==> src/rtl/sisf_pkg.sv <==
`default_nettype none

package sisf_pkg;

  // Largest magnitude that fits the five-digit display
  localparam int unsigned MAX_SHOWN = 99999;

  localparam int unsigned NUM_BCD  = 10;  // decimal digits of a 32-bit magnitude
  localparam int unsigned NUM_SHOW = 5;   // digits on the display

  // Seven-segment codes, bit0 = a through bit6 = g
  localparam logic [6:0] SEG_0 = 7'h3F;
  localparam logic [6:0] SEG_1 = 7'h06;
  localparam logic [6:0] SEG_2 = 7'h5B;
  localparam logic [6:0] SEG_3 = 7'h4F;
  localparam logic [6:0] SEG_4 = 7'h66;
  localparam logic [6:0] SEG_5 = 7'h6D;
  localparam logic [6:0] SEG_6 = 7'h7D;
  localparam logic [6:0] SEG_7 = 7'h07;
  localparam logic [6:0] SEG_8 = 7'h7F;
  localparam logic [6:0] SEG_9 = 7'h6F;

  // Truncating quotient and remainder of a division by three
  typedef struct packed {
    logic signed [4:0] q;
    logic signed [2:0] r;
  } div3_t;

  function automatic logic [6:0] seg_code(input logic [3:0] d);
    logic [6:0] s;
    case (d)
      4'd0:    s = SEG_0;
      4'd1:    s = SEG_1;
      4'd2:    s = SEG_2;
      4'd3:    s = SEG_3;
      4'd4:    s = SEG_4;
      4'd5:    s = SEG_5;
      4'd6:    s = SEG_6;
      4'd7:    s = SEG_7;
      4'd8:    s = SEG_8;
      4'd9:    s = SEG_9;
      default: s = 7'h00;
    endcase
    return s;
  endfunction

  // Divide a small signed value (-47..47) by three, rounding toward zero.
  // The magnitude is scaled by 43/128, exact for magnitudes below 128.
  function automatic div3_t div3(input logic signed [6:0] p);
    logic [5:0]  a;
    logic [11:0] prod;
    logic [3:0]  qa;
    logic [5:0]  ra;
    div3_t       res;
    a    = p[6] ? 6'(-p) : 6'(p);
    prod = 12'(a) * 12'd43;
    qa   = 4'(prod >> 7);
    ra   = a - 6'(6'(qa) * 6'd3);
    res.q = p[6] ? 5'(-{1'b0, qa}) : {1'b0, qa};
    res.r = p[6] ? 3'(-{1'b0, ra[1:0]}) : {1'b0, ra[1:0]};
    return res;
  endfunction

endpackage

`default_nettype wire

==> src/rtl/si_prefix_seven_segment_formatter_core.sv <==
`default_nettype none

// Formats a signed 32-bit reading with a decimal exponent for a five-digit
// seven-segment display: sign, five digit codes, decimal point and an SI
// prefix annunciator from nano to mega. The magnitude is truncated to five
// significant digits, raising the exponent by one per dropped digit. An
// item is loaded at the accepting edge, then passes the bit-serial
// binary-to-BCD shifter over all 32 magnitude bits (one magnitude bit per
// cycle), a state that selects the shown digits and one that places the
// point and prefix and writes the result to the output register. The next
// request is taken only after the result is written, and a result is
// written only once the last one has been taken, so a waiting result holds
// off new requests; the block takes no new item until the last is through.
// early_point_enable resets to 1 and must only be written while idle.
module si_prefix_seven_segment_formatter_core
  import sisf_pkg::*;
(
  input  wire logic        clk,
  input  wire logic        rst,
  // configuration
  input  wire logic        cfg_wr_en,
  input  wire logic        cfg_wr_data,   // early_point_enable
  // input stream
  input  wire logic        s_tvalid,
  output logic             s_tready,
  input  wire logic [39:0] s_tdata,       // [31:0] reading, [37:32] exponent
  // output stream
  output logic             m_tvalid,
  input  wire logic        m_tready,
  output logic [47:0] m_tdata  // [0] negative, [1] prefix_nano, [2] prefix_micro,
                               // [3] prefix_milli, [4] prefix_kilo, [5] prefix_mega,
                               // [12:6] digit0_segments, [19:13] digit1_segments,
                               // [26:20] digit2_segments, [33:27] digit3_segments,
                               // [40:34] digit4_segments, [44:41] point_flags
);

  localparam logic [1:0] ST_IDLE = 2'd0;
  localparam logic [1:0] ST_CONV = 2'd1;
  localparam logic [1:0] ST_NORM = 2'd2;
  localparam logic [1:0] ST_DONE = 2'd3;

  logic [1:0]        state;
  logic [4:0]        cnt;
  logic [31:0]       bin;
  logic [39:0]       bcd;
  logic [39:0]       bcd_adj;
  logic              neg;
  logic signed [5:0] expo;
  logic [19:0]       sel;
  logic [2:0]        ndig;
  logic signed [6:0] p_r;
  logic              early_point_enable;

  // Configuration register
  always_ff @(posedge clk) begin
    if (rst) begin
      early_point_enable <= 1'b1;
    end else if (cfg_wr_en) begin
      early_point_enable <= cfg_wr_data;
    end
  end

  assign s_tready = (state == ST_IDLE);

  // Add three to every BCD digit of five or more before the shift
  always_comb begin
    for (int i = 0; i < NUM_BCD; i++) begin
      bcd_adj[4*i +: 4] = (bcd[4*i +: 4] >= 4'd5) ? bcd[4*i +: 4] + 4'd3 : bcd[4*i +: 4];
    end
  end

  // Find the leading digit and pick the five digits to show
  logic [3:0]  dig [NUM_BCD];
  logic [3:0]  lead;
  logic        any_nz;
  logic [2:0]  drop;
  logic [19:0] sel_next;
  logic [2:0]  ndig_next;
  logic [3:0]  didx;

  always_comb begin
    lead   = 4'd0;
    any_nz = 1'b0;
    for (int i = 0; i < NUM_BCD; i++) begin
      dig[i] = bcd[4*i +: 4];
      if (bcd[4*i +: 4] != 4'd0) begin
        lead   = 4'(i);
        any_nz = 1'b1;
      end
    end
    drop = (lead > 4'd4) ? 3'(lead - 4'd4) : 3'd0;
    for (int i = 0; i < NUM_SHOW; i++) begin
      didx = 4'(drop) + 4'(i);
      sel_next[4*i +: 4] = dig[didx];
    end
    if (!any_nz) begin
      ndig_next = 3'd0;
    end else if (lead > 4'd4) begin
      ndig_next = 3'd5;
    end else begin
      ndig_next = 3'(lead + 4'd1);
    end
  end

  // Place the point and the prefix group
  div3_t             dv;
  logic signed [5:0] grp;
  logic [2:0]        pt;
  logic              blank;
  logic [3:0]        pflags;
  logic [47:0]       result;

  always_comb begin
    dv    = div3(p_r);
    grp   = {dv.q[4], dv.q};
    pt    = 3'd0;
    blank = 1'b0;
    if (p_r > 7'sd0) begin
      grp = grp + 6'sd1;
      pt  = 3'd3 - {1'b0, dv.r[1:0]};
    end else if (p_r < 7'sd0) begin
      pt = 3'(-dv.r);
      if (grp < -6'sd3) begin
        if (pt < 3'd2 && grp == -6'sd4) begin
          grp = grp + 6'sd1;
          pt  = pt + 3'd3;
        end else begin
          grp   = -6'sd3;
          blank = 1'b1;
          pt    = 3'd0;
        end
      end
    end
    if (early_point_enable && ndig > 3'd2 && pt < 3'd2) begin
      grp = grp + 6'sd1;
      pt  = pt + 3'd3;
    end
    pflags = (pt >= 3'd1 && pt <= 3'd4) ? 4'(4'd1 << (pt - 3'd1)) : 4'd0;

    result       = '0;
    result[0]    = neg;
    result[1]    = (grp == -6'sd3);
    result[2]    = (grp == -6'sd2);
    result[3]    = (grp == -6'sd1);
    result[4]    = (grp == 6'sd1);
    result[5]    = (grp == 6'sd2);
    for (int i = 0; i < NUM_SHOW; i++) begin
      result[6 + 7*i +: 7] = seg_code(blank ? 4'd0 : sel[4*i +: 4]);
    end
    result[44:41] = pflags;
  end

  // Sequencer: load, shift 32 bits, select digits, format
  always_ff @(posedge clk) begin
    if (rst) begin
      state    <= ST_IDLE;
      cnt      <= '0;
      m_tvalid <= 1'b0;
    end else begin
      case (state)
        ST_IDLE: begin
          if (s_tvalid) begin
            state <= ST_CONV;
            cnt   <= '0;
          end
        end
        ST_CONV: begin
          cnt <= cnt + 5'd1;
          if (cnt == 5'd31) begin
            state <= ST_NORM;
          end
        end
        ST_NORM: begin
          state <= ST_DONE;
        end
        ST_DONE: begin
          if (!m_tvalid || m_tready) begin
            state <= ST_IDLE;
          end
        end
        default: begin
          state <= ST_IDLE;
        end
      endcase
      // raise valid on a new result, drop it once taken
      if (state == ST_DONE && (!m_tvalid || m_tready)) begin
        m_tvalid <= 1'b1;
      end else if (m_tready) begin
        m_tvalid <= 1'b0;
      end
    end
  end

  // Datapath registers
  always_ff @(posedge clk) begin
    case (state)
      ST_IDLE: begin
        if (s_tvalid) begin
          neg  <= s_tdata[31];
          bin  <= s_tdata[31] ? 32'(-s_tdata[31:0]) : s_tdata[31:0];
          expo <= $signed(s_tdata[37:32]);
          bcd  <= '0;
        end
      end
      ST_CONV: begin
        bcd <= {bcd_adj[38:0], bin[31]};
        bin <= {bin[30:0], 1'b0};
      end
      ST_NORM: begin
        sel  <= sel_next;
        ndig <= ndig_next;
        p_r  <= 7'({expo[5], expo}) + 7'(drop);
      end
      ST_DONE: begin
        if (!m_tvalid || m_tready) begin
          m_tdata <= result;
        end
      end
      default: begin
      end
    endcase
  end

endmodule

`default_nettype wire
==> config.mk <==
export PLATFORM = sky130hd
export DESIGN_NAME = si_prefix_seven_segment_formatter_core
export DESIGN_NICKNAME = d
export VERILOG_FILES = /design/src/rtl/sisf_pkg.sv /design/src/rtl/si_prefix_seven_segment_formatter_core.sv
export SDC_FILE = /design/constraint.sdc
export NUM_CORES = 1
export LEC_CHECK = 0
export ABC_AREA = 1
export CAP_MARGIN = 20
export CORE_AREA = 5 5 185 133
export CTS_CLUSTER_DIAMETER = 30
export CTS_CLUSTER_SIZE = 25
export DETAILED_ROUTE_END_ITERATION = 8
export DIE_AREA = 0 0 190 138
export DONT_BUFFER_PORTS = 1
export PLACE_DENSITY_LB_ADDON = 0.25
export SLEW_MARGIN = 30
export SYNTH_ARGS = -nofsm -noshare
export SYNTH_HDL_FRONTEND = slang
export SYNTH_SLANG_ARGS = --single-unit
==> constraint.sdc <==
create_clock -name clk -period 8.4 [get_ports clk]
set_clock_uncertainty 0.1 [all_clocks]
set_input_delay 0.84 -clock clk [delete_from_list [all_inputs] [get_ports clk]]
set_output_delay 0.84 -clock clk [all_outputs]
set_load 0.05 [all_outputs]
==> reports/results.tsv <==
stage	metric	value	unit
drt	top sig layer	met4	
layout	most frequent cells in the layout	312 x nand2_1, 188 x inv_1, 154 x edfxtp_1	
layout	commonest non-fill, non-tap cell in the layout	nand2_1	
clock_network	CTS tree	done	
clock_network	Post-CTS Resized	0	
floorplan	Die Y	138	um
layout	Layout Utilization	55.8	%
grt	GRT overflow	0	
layout	diode count	0	
min_path	worst min path class	flip-flop to flip-flop	
sta	Fin Hold WS	0.344	ns
synth	Simple-Gate Fraction of Synth Area	21.8	%
floorplan	# rows	46	
grt	largest net degree at the start of global routing	80	
synth	Adder-Cell Fraction of Synth Area	11.6	%
synth	post-synth top area cell	edfxtp_1	
layout	Synth-to-Final Area Change	8.18	%
clock_network	Clock Root Buffer	clkbuf_16	
clock_network	htree depth	4	
clock_network	Num CTS Buffers	17	
sta	setup TNS	0	ns
synth	Synth Area in XOR/XNOR	3.39	%
sta	setup repair after global routing missed its margin	false	
synth	multiplexer share of the synthesized area	0	%
synth	largest family of logic cells by synthesized area	simple AND/OR/NAND/NOR gates	
clock_network	clock latency on the worst-skew pair	0.44	ns
sta	Hold Fails Final Rpt	0	
placed_design	pre-CTS WS	0.971	ns
drt	drt first pass iters	5	
floorplan	Core Box Area	0.0225	mm2
grt	antenna violations before repair	0	
clock_network	clk slew on worst S/H paths	0.07	ns
drt	First DRT Iteration DRCs	817	
drt	Residual DRC	0	
clock_network	CTS Sinks	163	
worst_setup_path	worst setup path class	flip-flop to flip-flop	
clock_network	hold_buf cts	0	
synth	syn_area_per_cell	8.19	um2
drt	met2 wire len	10200	um
sta	Rel. slew slack	50.1	%
floorplan	io pins	96	
sta	Final Cycle Share	88.6	%
grt	gr usage total	18.6	%
placed_design	RePlAce Congestion	0.926	
clock_network	Longest Clk Path Bufs	2	
floorplan	Die W	190	um
job	maxcap violations	0	
placed_design	IO buf count	0	
worst_setup_path	Crit-path slowest cell	edfxtp_1	
floorplan	starting density of the core	51.6	%
placed_design	DP HPWL	18100	um
synth	register area share after synthesis	41.4	%
drt	vias per cell	5.25	
worst_setup_path	family with the most delay on the worst path	adder cells	
sta	endpoints failing setup	0	
outcome	status	finished, final reports clean	
grt	first-pass GRT wire length	41000	um
worst_setup_path	Crit path largest cell delay	0.66	ns
synth	ranking of synthesized cells by area	edfxtp_1 40%, ha_1 11%, nand2_1 10%, o21ai_0 6.5%, inv_1 6.1%	
worst_setup_path	Required @ worst endpoint	8.48	ns
worst_setup_path	critical path endpoint category	flip-flop	
drt	ANT nets after route	0	
worst_setup_path	worst-path fanout max	14	
sta	Final min period	7.44	ns
sta	FMAX	134	MHz
grt	vias in the first global route	8445	
sta	final worst slack	0.958	ns
drt	via count	9124	
synth	Synth async-reset ratio	0	%
worst_setup_path	WP data arrival	7.52	ns
synth	cells after synthesis	1417	
synth	Mapped Area	0.0116	mm2
sta	Max Slew Vio Count	0	
synth	Top FF cell, synth	edfxtp_1	
drt	wire per inst	14.0	um
synth	compound-cell area share of the yosys netlist	13.9	%
drt	Post-Route M1 WL	12200	um
synth	Yosys top cell area share	39.8	%
worst_setup_path	startpoint types	flip-flop	
layout	Total Nets Final	1563	
sta	Tightest Pin Transition	0.748	ns
synth	Post-synth EDFFs	154	
clock_network	post-CTS setup buffer count	0	
synth	Cell variety after synth	59	
synth	synthesis-stage register bit count	163	
worst_setup_path	crit path buf inv count	8	
synth	synth warn	0	
layout	fraction of layout cells with a size suffix above 1	6.81	%
drt	met3 WL post-DR	1590	um
floorplan	full die area	0.0262	mm2
drt	WL final	24300	um
[per-stage QoR]
stage / area, um2 / cells
6_report: 12600 / 1737
3_3_place_gp: 11900 / 1704
5_1_grt: 12600 / 1737
3_5_place_dp: 11900 / 1704
2_1_floorplan: 11600 / 1419
4_1_cts: 12500 / 1736
[per-layer routing]
metal,track usage [%],vias up
li1,-,4739
met1,28.1,4134
met2,27.4,234
met3,4.43,17
met4,4.11,0
met5,0,-
[flip-flops by register name, indices dropped and copies added, names as in the netlist, 2 cells and up]
signal / flops
m_tdata: 45
bcd: 40
bin: 32
sel: 20
p_r: 7
expo: 6
cnt: 5
ndig: 3
state: 2
[path summary, 6_finish.rpt]
| kind | from | to | slack, ns | cells past startpoint |
|---|---|---|---|---|
| max reg2reg | p_r[6] | m_tdata[42] | 0.96 | 39 |
| min reg2reg | neg | m_tdata[0] | 0.34 | 0 |
| max | p_r[6] | m_tdata[42] | 0.96 | 39 |
| min | neg | m_tdata[0] | 0.34 | 0 |
[area by class of cell]
class                   count  area [um2]
inverters                 199         749
fillers                  2037        9950
clock buffers              17         425
repair buffers              9        87.6
multi-input cells        1022        5930
clock inverters            15         170
flip-flops and latches    163        4800
well taps                 312         390
[cell families after synthesis]
kind of cell / Yosys count
adder cells (fa/ha/maj): 105
AND/OR/NAND/NOR: 589
buffers and inverters: 234
other: 1
flip-flops: 163
XOR/XNOR: 44
AO/OA/AOI/OAI: 281
[synth_stat cells (6+ instances only)]
| cell | n |
|---|---|
| a31oi_1 | 6 |
| inv_1 | 188 |
| or2_2 | 12 |
| xnor2_1 | 13 |
| nand2_1 | 312 |
| xor2_1 | 30 |
| clkbuf_1 | 23 |
| ha_1 | 100 |
| o22ai_1 | 15 |
| nand4_1 | 16 |
| nor3_1 | 20 |
| nand2_2 | 11 |
| a21oi_1 | 52 |
| o21ai_0 | 151 |
| dfxtp_1 | 9 |
| edfxtp_1 | 154 |
| o21ai_1 | 7 |
| o211ai_1 | 9 |
| inv_2 | 8 |
| nor2_1 | 138 |
| nand3_1 | 51 |
Power is not shown: default switching activity piles up to over one toggle a cycle in this logic, so the estimate is an artifact.
